**config.mk**
```make
export PLATFORM = sky130hd
export DESIGN_NAME = bptc_temp
export DESIGN_NICKNAME = d
export VERILOG_FILES = /design/src/rtl/core/bptc_pkg.sv /design/src/rtl/core/bptc_temp.sv
export SDC_FILE = /design/constraint.sdc
export NUM_CORES = 2
export LEC_CHECK = 0
export BUFFER_PORTS_ARGS = -buffer_cell sky130_fd_sc_hd__buf_2
export CORE_ASPECT_RATIO = 0.8
export CORE_MARGIN = 4
export CORE_UTILIZATION = 50
export DETAILED_ROUTE_END_ITERATION = 7
export PLACE_DENSITY_LB_ADDON = 0.3
export SYNTH_ARGS = -nofsm -noshare
export SYNTH_HDL_FRONTEND = slang
export SYNTH_SLANG_ARGS = --single-unit
```
**constraint.sdc**
```tcl
create_clock -name clock -period 11.4 [get_ports clock]
set_input_delay 0.57 -clock clock [delete_from_list [all_inputs] [get_ports clock]]
set_output_delay 0.57 -clock clock [all_outputs]
set_load 0.02 [all_outputs]
```
**src/rtl/core/bptc_pkg.sv**
```systemverilog
// ----------------------------------------------------------------------------
// bptc_pkg: shared types and constants
// Coefficient bundle, side data and divider word shared by the barometer
// compensation pipeline.
// ----------------------------------------------------------------------------
`default_nettype none

package bptc_pkg;

   // Configuration register indexes
   localparam logic [1:0] CsrTempCoeffs = 2'd0;
   localparam logic [1:0] CsrPressLow   = 2'd1;
   localparam logic [1:0] CsrPressHigh  = 2'd2;
   localparam logic [1:0] CsrPressNine  = 2'd3;

   // Fixed compensation constants
   localparam int          FineOffset = 128000;
   localparam int          PressScale = 3125;
   localparam int          PressBase  = 1048576;
   localparam logic [63:0] PressBias  = 64'h0000_8000_0000_0000;

   // Quotient bits, one divider stage each
   localparam int DivBits = 64;

   // Port widths
   localparam int ReqDataW = 40;
   localparam int RspDataW = 128;

   // Factory coefficients, all raw 16-bit slices
   typedef struct packed {
      logic [15:0] t1;
      logic [15:0] t2;
      logic [15:0] t3;
      logic [15:0] p1;
      logic [15:0] p2;
      logic [15:0] p3;
      logic [15:0] p4;
      logic [15:0] p5;
      logic [15:0] p6;
      logic [15:0] p7;
      logic [15:0] p8;
      logic [15:0] p9;
   } coeff_type;

   // Temperature results that ride along with the pressure word
   typedef struct packed {
      logic signed [31:0] t_fine;
      logic signed [31:0] temp;
   } tside_type;

   // Word moving through the divider stages
   typedef struct packed {
      tside_type   side;
      logic        neg;
      logic        bad;
      logic [30:0] divisor;
      logic [30:0] rem;
      logic [63:0] qd;
   } div_type;

endpackage

`default_nettype wire

```
**src/rtl/core/bptc_temp.sv**
```systemverilog
// ----------------------------------------------------------------------------
// bptc_temp: temperature compensation stages
// Four stages from the raw temperature to t_fine, the centi-degree value and
// the offset fine temperature that starts the pressure path.
// ----------------------------------------------------------------------------
`default_nettype none

module bptc_temp (
   input  wire logic                clock,
   input  wire logic                reset,
   input  wire logic                en,
   input  wire logic                in_valid,
   input  wire logic [19:0]         adc_p,
   input  wire logic [19:0]         adc_t,
   input  wire bptc_pkg::coeff_type coeff,
   output logic                     out_valid,
   output bptc_pkg::tside_type      out_side,
   output logic signed [32:0]       out_v1,
   output logic [19:0]              out_adcp
);

   logic [3:0]         vld_ff, vld_in;
   logic [19:0]        adcp_ff [4];
   logic [19:0]        adcp_in [4];
   logic signed [31:0] m1_ff, m1_in, dd_ff, dd_in;
   logic signed [31:0] tv1_ff, tv1_in, m2_ff, m2_in;
   logic signed [31:0] tf_ff, tf_in;
   logic signed [31:0] tf4_ff, tf4_in, temp_ff, temp_in;
   logic signed [32:0] v1_ff, v1_in;
   logic [31:0]        diff_a, diff_d;
   logic signed [31:0] dd_shr;

   // valid bits follow the data
   assign vld_in = {vld_ff[2:0], in_valid};
   always_ff @(posedge clock) begin
      if (reset) begin
         vld_ff <= '0;
      end else if (en) begin
         vld_ff <= vld_in;
      end
   end

   // raw pressure carried to the pressure path
   assign adcp_in[0] = adc_p;
   assign adcp_in[1] = adcp_ff[0];
   assign adcp_in[2] = adcp_ff[1];
   assign adcp_in[3] = adcp_ff[2];

   // stage 1: offsets and first products
   assign diff_a = {15'd0, adc_t[19:3]} - {15'd0, coeff.t1, 1'b0};
   assign diff_d = {16'd0, adc_t[19:4]} - {16'd0, coeff.t1};
   assign m1_in  = $signed(diff_a) * 32'($signed(coeff.t2));
   assign dd_in  = $signed(diff_d * diff_d);

   // stage 2: second products
   assign dd_shr = dd_ff >>> 12;
   assign tv1_in = m1_ff >>> 11;
   assign m2_in  = dd_shr * 32'($signed(coeff.t3));

   // stage 3: t_fine
   assign tf_in = tv1_ff + (m2_ff >>> 14);

   // stage 4: centi-degrees and pressure offset
   assign tf4_in  = tf_ff;
   assign temp_in = ((tf_ff <<< 2) + tf_ff + 32'sd128) >>> 8;
   assign v1_in   = 33'(tf_ff) - 33'(bptc_pkg::FineOffset);

   always_ff @(posedge clock) begin
      if (en) begin
         for (int i = 0; i < 4; i++) begin
            adcp_ff[i] <= adcp_in[i];
         end
         m1_ff   <= m1_in;
         dd_ff   <= dd_in;
         tv1_ff  <= tv1_in;
         m2_ff   <= m2_in;
         tf_ff   <= tf_in;
         tf4_ff  <= tf4_in;
         temp_ff <= temp_in;
         v1_ff   <= v1_in;
      end
   end

   assign out_valid       = vld_ff[3];
   assign out_side.t_fine = tf4_ff;
   assign out_side.temp   = temp_ff;
   assign out_v1          = v1_ff;
   assign out_adcp        = adcp_ff[3];

endmodule

`default_nettype wire

```
==> flow_metrics.env <==
export IMPL_synth_compound_area_share_pct=4.06
export IMPL_cts_tree="yes"
export IMPL_cp_slowest_cell="inv_2"
export IMPL_dp_final_hpwl_um=68800
export IMPL_syn_area_sq_mm=0.0394
export IMPL_first_global_vias=28003
export IMPL_crit_arrival_ns=8.96
export IMPL_maxSlewViolCount=0
export IMPL_grt_total_usage_pct=22.3
export IMPL_crit_required_ns=11.71
export IMPL_finalCritPeriodShare_pct=75.8
export IMPL_cpMostUsedCell="fa_1"
export IMPL_cts_num_sinks=239
export IMPL_clockRootBuffer="clkbuf_16"
export IMPL_met1_usage_pct=32.7
export IMPL_whs_path_depth=1
export IMPL_detail_route_antenna_nets=0
export IMPL_synthSimpleGateAreaFrac_pct=11.4
export IMPL_hold_class="in -> reg"
export IMPL_nNetsFinal=5348
export IMPL_dieHeight_um=259
export IMPL_max_cap_violations=0
export IMPL_startpoint_type="input port"
export IMPL_cp_depth=32
export IMPL_cts_hold_buf=0
export IMPL_drive_gt1_share_pct=7.71
export IMPL_finClkSkew_ns=0.0470
export IMPL_fin_tns_setup_ns=0
export IMPL_portBuffers=206
export IMPL_clk_latency_ns=0.56
export IMPL_area_delta_synth_final_pct=6.63
export IMPL_grt_first_pass_wirelength_um=148000
export IMPL_wl_per_cell_um=17.5
export IMPL_clk_pin_slew_ns=0.07
export IMPL_post_cts_buffers=0
export IMPL_hold_start="adc_p[7]"
export IMPL_initial_utilization_pct=50.8
export IMPL_synth_cell_types=65
export IMPL_synth_top_family_by_area="adder cells"
export IMPL_drt_pass1_iterations=7
export IMPL_grt_max_degree=86
export IMPL_slew_headroom_pct=28.6
export IMPL_grt_use_met3_pct=5.12
export IMPL_cts_resized=0
export IMPL_die_w_um=322
export IMPL_drcViolationCount=0
export IMPL_wl_um=87600
export IMPL_antenna_found_initial=1
export IMPL_r2r_start="dd_ff[22]"
export IMPL_end_kind="register"
export IMPL_period_minus_slack_ns=8.65
export IMPL_synth_fa_ha_area_share_pct=51.5
export IMPL_synth_warnings=0
export IMPL_path_delay_family="adder cells"
export IMPL_synth_fp_nets=5252
export IMPL_hold_path_end="adcp_ff[0][7]"
export IMPL_core_sq_mm=0.0777
export IMPL_seq_area_frac_synth_pct=18.1
export IMPL_slowest_delay_ns=0.66
export IMPL_critPathMaxFanout=27
export IMPL_ys_seq_elements=239
export IMPL_crit_type="in -> reg"
export IMPL_gr_total_overflow=0
export IMPL_worstMarginPinSlew_ns=1.06
export IMPL_finalHoldViolations=0
export IMPL_finalSetupViolCount=0
export IMPL_via_count=25712
export IMPL_viasPerCell=5.12
export IMPL_reg2reg_slack_ns=4.24
export IMPL_syn_area_per_cell_sq_um=10.2
export IMPL_pin_count=354
export IMPL_outcome="finished clean"
export IMPL_place_congestion=0.921
export IMPL_numCtsBuffers=25
export IMPL_reg2reg_depth=22
export IMPL_rsz0062_at_grt="no"
export IMPL_use_met2_pct=34.4
export IMPL_cts_buffer_depth=3
export IMPL_rows=91
export IMPL_reg2reg_to="m2_ff[30]"
export IMPL_synthCells=3881
export IMPL_ys_flop_type="edfxtp_1"
export IMPL_cts_max_level=1
export IMPL_synthXorXnorAreaFrac_pct=3.43
export IMPL_busiest_layer="met2"
export IMPL_cp_num_buf_inv=6
export IMPL_dieArea_sq_mm=0.0835
export IMPL_muxShareOfSynthArea_pct=0.130
export IMPL_first_iter_violations=1596
export IMPL_async_flop_share_pct=0
export IMPL_fill_cells=6886
export IMPL_synth_edf_count=235
export IMPL_fmax_ghz=0.116
## Yosys cell counts, types with 5 or more instances
cell type / count / share of area (%)
a211oi_1: 8 / 0.15
a21o_1: 35 / 0.67
a21oi_1: 61 / 0.77
a31oi_1: 7 / 0.11
and2_1: 213 / 3.4
and3_1: 5 / 0.079
buf_2: 7 / 0.089
buf_4: 44 / 0.84
clkbuf_1: 111 / 1.1
edfxtp_1: 235 / 18
fa_1: 815 / 41
ha_1: 320 / 10
inv_1: 972 / 9.3
inv_2: 13 / 0.12
nand2_1: 456 / 4.3
nand2b_1: 35 / 0.56
nand3_1: 15 / 0.19
nand4_1: 10 / 0.16
nor2_1: 153 / 1.5
nor2b_1: 29 / 0.46
nor3_1: 28 / 0.36
o2111ai_1: 6 / 0.13
o211ai_1: 6 / 0.11
o21a_1: 27 / 0.51
o21ai_0: 29 / 0.37
o21ai_1: 8 / 0.10
o21bai_1: 7 / 0.13
o31ai_1: 6 / 0.11
or3_1: 8 / 0.13
xnor2_1: 110 / 2.4
xor2_1: 42 / 0.93
## layout make-up
class | instances | area (sq um) | area share (%)
well taps | 1023 | 1280 | 3.04
inverters | 987 | 3700 | 8.81
repair buffers | 233 | 1240 | 2.96
clock inverters | 20 | 213 | 0.506
multi-input cells | 2491 | 27800 | 66.2
clock buffers | 26 | 629 | 1.50
flip-flops and latches | 239 | 7140 | 17.0
diodes | 1 | 2.50 | 0.00595
## metrics by stage
| step | utilization (%) | hold WS [ns] | instances | instance area [sq um] | setup slack [ns] |
|---|---|---|---|---|---|
| floorplan | - | 0.400 | 3881 | 39400 | 3.32 |
| global route | 54.2 | 0.145 | 5019 | 42100 | 2.33 |
| CTS | 54.2 | 0.145 | 5019 | 42100 | 2.81 |
| detailed placement | 53.1 | 0.405 | 4973 | 41200 | 2.20 |
| finish | 54.2 | 0.179 | 5020 | 42100 | 2.75 |
| global placement | 53.1 | 0.401 | 4973 | 41200 | 2.24 |
## flip-flops by register name, summed over array words and instances (netlist names)
register,flops
m1_ff,21
tv1_ff,21
vld_ff,4
tf4_ff,22
adcp_ff,80
tf4_in,22
temp_ff,18
m2_ff,18
dd_ff,20
out_v1,13
## worst register-to-register path, stage by stage (launching register included)
cell       delay (ns)
edfxtp_1         0.88
nand2_1          0.19
fa_1             0.56
inv_1            0.05
fa_1             0.47
inv_1            0.05
fa_1             0.50
inv_1            0.05
fa_1             0.54
inv_1            0.05
fa_1             0.47
inv_1            0.06
fa_1             0.41
ha_1             0.26
a21o_1           0.18
a21o_1           0.17
a21oi_1          0.16
o21ai_0          0.19
a2111oi_2        0.54
a21oi_1          0.20
or3_1            0.42
a21oi_1          0.18
xnor2_1          0.28
## cells by family after synthesis
kind of cell | count (synthesis)
AND/OR/NAND/NOR | 966
AO/OA/AOI/OAI | 232
XOR/XNOR | 153
multiplexers | 5
adder cells (fa/ha/maj) | 1135
flip-flops | 239
buffers and inverters | 1151
## per-layer routing
layer	wire, um	vias up	share of wire (%)
met5	0	-	0
met4	1620	0	1.9
met3	8030	128	9.2
met2	38500	911	44
met1	39500	12949	45
li1	-	11724	-
## layout by cell type, fill, tap and decap left out, types with 41 or more instances in the layout
cell type / n
a21oi_1: 60
nand2_1: 456
and2_1: 213
ha_1: 320
fa_1: 815
xor2_1: 41
buf_2: 205
inv_1: 971
edfxtp_1: 235
nor2_1: 152
xnor2_1: 107
## how the worst max path moves through the flow
stage / startpoint / end
after global placement: adc_t[4] / dd_ff[30]
after floorplan: adc_t[4] / dd_ff[30]
after detailed placement: adc_t[4] / dd_ff[30]
after CTS: adc_t[4] / dd_ff[30]
after global routing: adc_t[4] / dd_ff[30]
final: adc_t[4] / dd_ff[30]
Power is not shown: default switching activity piles up to over one toggle a cycle in this logic, so the estimate is an artifact.
