**config.mk**
```make
export PLATFORM = sky130hd
export DESIGN_NAME = bptc_div_stage
export DESIGN_NICKNAME = d
export VERILOG_FILES = /design/src/rtl/core/bptc_pkg.sv /design/src/rtl/core/bptc_div_stage.sv
export SDC_FILE = /design/constraint.sdc
export NUM_CORES = 1
export LEC_CHECK = 0
export BUFFER_PORTS_ARGS = -buffer_cell sky130_fd_sc_hd__clkbuf_2
export CAP_MARGIN = 20
export CORE_MARGIN = 4
export CORE_UTILIZATION = 35
export DETAILED_ROUTE_END_ITERATION = 10
export GPL_TIMING_DRIVEN = 0
export PLACE_DENSITY = 0.74
export SYNTH_ARGS = -nofsm -noshare
export SYNTH_HDL_FRONTEND = slang
export SYNTH_SLANG_ARGS = --single-unit
```
**constraint.sdc**
```tcl
create_clock -name clock -period 3.4 [get_ports clock]
set_input_delay 0.34 -clock clock [delete_from_list [all_inputs] [get_ports clock]]
set_output_delay 0.34 -clock clock [all_outputs]
set_load 0.01 [all_outputs]
```
**src/rtl/core/bptc_pkg.sv**
```systemverilog
// ----------------------------------------------------------------------------
// bptc_pkg: shared types and constants
// Coefficient bundle, side data and divider word shared by the barometer
// compensation pipeline.
// ----------------------------------------------------------------------------
`default_nettype none

package bptc_pkg;

   // Configuration register indexes
   localparam logic [1:0] CsrTempCoeffs = 2'd0;
   localparam logic [1:0] CsrPressLow   = 2'd1;
   localparam logic [1:0] CsrPressHigh  = 2'd2;
   localparam logic [1:0] CsrPressNine  = 2'd3;

   // Fixed compensation constants
   localparam int          FineOffset = 128000;
   localparam int          PressScale = 3125;
   localparam int          PressBase  = 1048576;
   localparam logic [63:0] PressBias  = 64'h0000_8000_0000_0000;

   // Quotient bits, one divider stage each
   localparam int DivBits = 64;

   // Port widths
   localparam int ReqDataW = 40;
   localparam int RspDataW = 128;

   // Factory coefficients, all raw 16-bit slices
   typedef struct packed {
      logic [15:0] t1;
      logic [15:0] t2;
      logic [15:0] t3;
      logic [15:0] p1;
      logic [15:0] p2;
      logic [15:0] p3;
      logic [15:0] p4;
      logic [15:0] p5;
      logic [15:0] p6;
      logic [15:0] p7;
      logic [15:0] p8;
      logic [15:0] p9;
   } coeff_type;

   // Temperature results that ride along with the pressure word
   typedef struct packed {
      logic signed [31:0] t_fine;
      logic signed [31:0] temp;
   } tside_type;

   // Word moving through the divider stages
   typedef struct packed {
      tside_type   side;
      logic        neg;
      logic        bad;
      logic [30:0] divisor;
      logic [30:0] rem;
      logic [63:0] qd;
   } div_type;

endpackage

`default_nettype wire

```
**src/rtl/core/bptc_div_stage.sv**
```systemverilog
// ----------------------------------------------------------------------------
// bptc_div_stage: one restoring division step
// Shifts one dividend bit into the partial remainder and one quotient bit
// into the word, then registers the result.
// ----------------------------------------------------------------------------
`default_nettype none

module bptc_div_stage (
   input  wire logic              clock,
   input  wire logic              reset,
   input  wire logic              en,
   input  wire logic              in_valid,
   input  wire bptc_pkg::div_type in_div,
   output logic                   out_valid,
   output bptc_pkg::div_type      out_div
);

   logic              vld_ff;
   bptc_pkg::div_type div_ff, div_in;
   logic [31:0]       shifted;
   logic [32:0]       trial;
   logic              ge;

   // trial subtract of the divisor
   assign shifted = {in_div.rem, in_div.qd[63]};
   assign trial   = {1'b0, shifted} - {2'b0, in_div.divisor};
   assign ge      = !trial[32];

   always_comb begin
      div_in     = in_div;
      div_in.rem = ge ? trial[30:0] : shifted[30:0];
      div_in.qd  = {in_div.qd[62:0], ge};
   end

   always_ff @(posedge clock) begin
      if (reset) begin
         vld_ff <= 1'b0;
      end else if (en) begin
         vld_ff <= in_valid;
      end
   end

   always_ff @(posedge clock) begin
      if (en) begin
         div_ff <= div_in;
      end
   end

   assign out_valid = vld_ff;
   assign out_div   = div_ff;

endmodule

`default_nettype wire

```
==> results.yml, run 1 <==
timing:
  finalSetupViolCount: 0
  slew_headroom_pct: 48.4
  layout_min_cycle_time_ns: 3.14
  grt_setup_unrepaired: "no"
  report.final.slew_viol_count: 0
  fin_tns_setup_ns: 0
  fin_crit_sh_pct: 92.3
  fin_skew_ns: 0
  hold_viol: 0
  fmax_ghz: 0.319
  hold-worst-slack_ns: 0.0651
  worstMarginPinSlew_ns: 0.774
worst_setup_path:
  cp-end-kind: "flip-flop"
  critPathLaunch: "in_div[63]"
  crit_required_ns: 3.58
  cp-start-kind: "input pin"
  rrSetupSlack_ns: 2.80
  worst_ep_arrival_time_ns: 3.31
  crit_path_end: "out_div[89]"
  rr_endpoint: "out_valid"
  cp_max_fo: 10
  worstSetupPathType: "in2reg"
  reg2reg_depth: 2
  regToRegStartpoint: "out_valid"
synth:
  synth_edf_count: 192
  synth-async-reset-ratio_pct: 0
  seq_area_frac_synth_pct: 74.4
  synth_seq_cells: 193
  yosysWarnings: 0
  avgSynthCellArea_um2: 16.1
  netlist_area_mm2: 0.00778
  synth.distinct_cells: 51
  syn_nets: 712
  ys.flop_type: "edfxtp_1"
  synthCells: 484
run_status:
  status: "finished, final reports clean"
cts:
  cts_num_sinks: 193
  ctsRootBufferMaster: "clkbuf_16"
  cts_tree: "done"
  postCtsHoldBufs: 0
  clk_pin_slew_ns: 0.08
  clock_path_buffers: 2
  cts_buffers: 17
  cts_resized: 0
  clock_latency_ns: 0.42
  htree_num_levels: 4
  post-cts-setup-buffers: 0
floorplanning:
  rows: 54
  coreArea_mm2: 0.0218
  ios: 389
  die_w_um: 157
  die_area_mm2: 0.0247
  die_h_um: 157
  start_util_pct: 35.6
cells_and_area:
  nets: 1120
  n_antenna_cell: 0
  syn_to_final_growth_pct: 37.8
  drive_above_1_share_pct: 48.4
routing:
  wire_per_inst_um: 18.4
  drc: 0
  first_pass_iters: 4
  dr_total_vias: 5528
  routed_wl_mm: 21.8
  ant_nets: 0
  vias_per_cell: 4.66
  drt_first_iter_violations: 279
global_routing:
  antenna_found_initial: 2
  grt_pass1_wl_mm: 31.0
  track_usage_pct: 16.7
  grt_start_max_net_pins: 101
  grt.overflow.total: 0
  grt_pass1_vias: 5471
power:
  power_density_mw_per_mm2: 552
  p_leak_nw: 4.83
  vdd_drop_max_uv: 315
run:
  max_cap_violations: 0
place:
  dp_hpwl_mm: 17.3
  globalplace.congestion: 0.826
  port_buffers: 388
worst_hold_path:
  hold_path.class: "in2reg"
## worst min-delay path by stage
stage / start / endpoint / slack (ns) / cells after the start
CTS: reset / out_valid / 0.03 / 2
finish: reset / out_valid / 0.07 / 2
detailed placement: reset / out_valid / 0.51 / 2
global placement: out_valid / out_valid / 0.48 / 2
global route: reset / out_valid / 0.04 / 2
floorplan: reset / out_valid / 0.41 / 1
## stage by stage
step	power (mW)	cell area, um2	setup slack [ns]	std cells	util (%)
after floorplan	3.46	7780	0.388	484	-
after global placement	3.95	10100	-0.868	1152	46.1
after detailed placement	3.96	10100	-0.191	1153	46.3
after CTS	5.99	10700	0.278	1185	49.1
after global routing	6.19	10700	0.0975	1185	49.1
final	5.91	10700	0.262	1185	49.1
## cell usage in the layout, fill, tap and decap left out, drive strengths merged, types with 4 or more instances in the layout
cell,n
o21ai,17
edfxtp,192
inv,44
xnor2,14
clkbuf,405
nor2,31
nand2,15
xor2,14
buf,6
a21o,13
and3,6
nand3,5
o21a,4
a21oi,42
nor3,4
clkinv,8
ha,31
mux2,12
## final cells by class
cell class / count / area, um2
clock inverter: 15 / 184
clock buffer: 17 / 425
tap: 280 / 350
multi-input combinational: 249 / 1820
fill: 1942 / 11100
sequential: 193 / 5790
inverter: 37 / 139
timing repair buffer: 389 / 1980
buffer: 5 / 38.8
## layer usage
layer	track usage, %	wire (um)
met4	3.97	261
met5	0	24
met2	30.3	11600
met3	4.98	1740
met1	19.4	8180
## worst max-delay path, stage by stage
cell,delay [ns]
clkbuf_2,0.09
inv_1,0.04
ha_1,0.21
fa_1,0.40
nand2b_1,0.18
a21o_1,0.21
a211oi_2,0.39
o211ai_2,0.17
a21oi_4,0.23
nand2_2,0.09
a211oi_4,0.35
buf_6,0.24
mux2_2,0.36
## cells by family after synthesis
kind of cell / after synthesis / synth area share [%]
AO/OA/AOI/OAI: 101 / 8.54
XOR/XNOR: 28 / 3.15
adder cells (fa/ha/maj): 32 / 5.24
buffers and inverters: 42 / 2.28
flip-flops: 193 / 74.4
multiplexers: 13 / 1.87
AND/OR/NAND/NOR: 75 / 4.54
## power breakdown
| part | total [mW] | internal (mW) | switching [mW] |
|---|---|---|---|
| logic | 0.967 | 0.412 | 0.555 |
| registers | 2.93 | 2.88 | 0.0560 |
| clock network | 2.02 | 1.00 | 1.01 |
| total | 5.91 | 4.29 | 1.62 |
## sequential cells by signal, indices dropped and copies added, names as in the netlist
register and cells:
out_div 192, out_valid 1
## cell usage after synthesis (all sizes together) (2+ instances only)
master	n	share of area (%)
edfxtp	192	74
a21oi	42	2.8
inv	37	1.8
ha	31	5.0
nor2	31	1.5
o21ai	17	1.1
nand2	15	0.76
xnor2	14	1.6
xor2	14	1.6
a21o	13	1.3
mux2	12	1.7
and3	6	0.48
buf	5	0.50
nand3	5	0.32
nor3	4	0.26
o21a	4	0.39
a2111oi	3	0.42
a211o	3	0.34
a211oi	3	0.51
nand2b	3	0.24
nor2b	3	0.24
a221oi	2	0.23
a31o	2	0.23
a31oi	2	0.16
and2	2	0.16
nor4	2	0.24
o211ai	2	0.26
o21bai	2	0.19
or2	2	0.16
Note: power is estimated with default switching activity, not from simulation.
==> inputs of run 2 (changes only) <==
CELL_PAD_IN_SITES_DETAIL_PLACEMENT = 1   (was unset)
CELL_PAD_IN_SITES_GLOBAL_PLACEMENT = 1   (was unset)
PLACE_DENSITY = 0.89   (was 0.74)
==> run 2 against run 1 <==
Core utilization is 0.11 points higher. Clock power is 4% higher. Combinational power is 4% higher. Via count is 4.4% higher. Sequential share of layout area is 0.13 points lower. Worst hold slack better by 0.0052 ns. Clock skew stayed put. Register-to-register slack hardly changed. Count of clock-buffer cells in the layout is 1 higher. Power is 2.4% higher.
==> results.yml, run 2 (synthesized netlist as in run 1, its figures left out) <==
run_status:
  status: "finished, final reports clean"
worst_setup_path:
  worstSetupPathType: "in2reg"
  critPathLaunch: "in_div[63]"
  cp-end-kind: "flip-flop"
  regToRegStartpoint: "out_valid"
  crit_required_ns: 3.57
  worst_ep_arrival_time_ns: 3.37
  cpPeakStageDelay_ns: 0.41
  path_cells: "clkbuf_2, inv_1, ha_1, fa_1, nand2b_1, a21o_1, a211oi_2, o211ai_2, a21oi_4, nand2_2, a211oi_4, buf_6, mux2_1"
  cp-start-kind: "input pin"
  critPathSlowestCell: "fa_1"
  cp_max_fo: 10
floorplanning:
  ios: 389
  rows: 54
  die_area_mm2: 0.0247
  die_w_um: 157
  die_h_um: 157
  start_util_pct: 35.6
  coreArea_mm2: 0.0218
global_routing:
  track_usage_pct: 20.5
  antenna_found_initial: 0
  grt_start_max_net_pins: 110
  grt_pass1_wl_mm: 37.5
  grt.overflow.total: 0
  grt_pass1_vias: 6320
power:
  p_leak_nw: 4.84
  power_mw: 6.06
  power_density_mw_per_mm2: 564
  vdd_drop_max_uv: 299
  p_clk_share_pct: 34.6
  p_sw_mw: 1.69
  pwr-share-seq_pct: 48.7
  swShare_pct: 27.9
  p_int_mw: 4.37
  p_comb_share_pct: 16.7
timing:
  slew_headroom_pct: 49.8
  fin_skew_ns: 0
  worstMarginPinSlew_ns: 0.754
  hold_viol: 0
  report.final.slew_viol_count: 0
  fmax_ghz: 0.312
  hold-worst-slack_ns: 0.0702
  finalSetupViolCount: 0
  layout_min_cycle_time_ns: 3.20
  fin_crit_sh_pct: 94.2
  grt_setup_unrepaired: "no"
place:
  globalplace.congestion: 0.852
  dpl_cell_area_mm2: 0.0101
  dp_hpwl_mm: 21.3
  port_buffers: 388
routing:
  wire_per_inst_um: 22.5
  drc: 0
  vias_per_cell: 4.86
  first_pass_iters: 4
  routed_wl_mm: 26.7
  drt_first_iter_violations: 332
  dr_total_vias: 5772
  ant_nets: 0
run:
  max_cap_violations: 0
cells_and_area:
  final_cell_mix: "clkbuf_2 (387), edfxtp_1 (192), a21oi_1 (41)"
  largest_reg_flops: 192
  layout.cells.most_common: "clkbuf_2"
  n_antenna_cell: 0
  nets: 1122
  design_area_mm2: 0.0107
  syn_to_final_growth_pct: 38.1
  drive_above_1_share_pct: 48.5
cts:
  htree_num_levels: 4
  ctsRootBufferMaster: "clkbuf_16"
  cts_resized: 0
  cts_buffers: 17
  postCtsHoldBufs: 0
  cts_tree: "done"
  clock_path_buffers: 2
  clk_pin_slew_ns: 0.08
  clock_latency_ns: 0.43
  post-cts-setup-buffers: 0
  cts_num_sinks: 193
worst_hold_path:
  min_from: "reset"
  hold_path.class: "in2reg"
==> run 2: power by group through the flow <==
stage	logic (mW)	clock network [mW]	registers [mW]
2_1_floorplan	0.352	0	3.11
3_3_place_gp	0.964	0	3.00
3_5_place_dp	1.01	0	3.00
4_1_cts	1.02	2.15	2.95
5_1_grt	1.10	2.25	2.97
6_report	1.01	2.10	2.95
==> run 2: final timing paths <==
check / end / slack [ns] / cells past startpoint
max: out_div[88] / 0.20 / 13
min reg2reg: out_valid / 0.51 / 2
min: out_valid / 0.07 / 2
max reg2reg: out_valid / 2.80 / 2
==> run 2: area by class of cell <==
cell class | instances | area (um2)
Tap cell | 280 | 350
Fill cell | 2341 | 11100
Clock inverter | 14 | 190
Inverter | 37 | 139
Multi-Input combinational cell | 249 | 1820
Sequential cell | 193 | 5790
Clock buffer | 18 | 429
Buffer | 5 | 38.8
Timing Repair Buffer | 391 | 1990
==> run 2: metrics by stage <==
stage                     utilization, %  std cells  worst slack, ns  setup TNS, ns
final                               49.2       1187            0.197              0
after global routing                49.2       1187           0.0615              0
after CTS                           49.2       1185           0.0962              0
after detailed placement            46.3       1153           -0.381          -9.41
after global placement              46.1       1152           -0.924        -167.49
after floorplan                        -        484            0.388              0
==> run 2: critical path: cells and delay by family <==
family	cells	cell delay, ns
mux	1	0.37
fa+ha+maj	2	0.63
buf+inv	3	0.37
compound gates	5	1.35
simple gates	2	0.29
==> run 2: metal layers <==
layer  vias to the layer above  part of all wire (%)  global-route usage, %
li1                       2647                     -                      -
met1                      2868                    36                   22.3
met2                       224                    55                   38.8
met3                        33                   6.9                   5.75
met4                         0                   2.5                   5.65
met5                         -                     0                      0
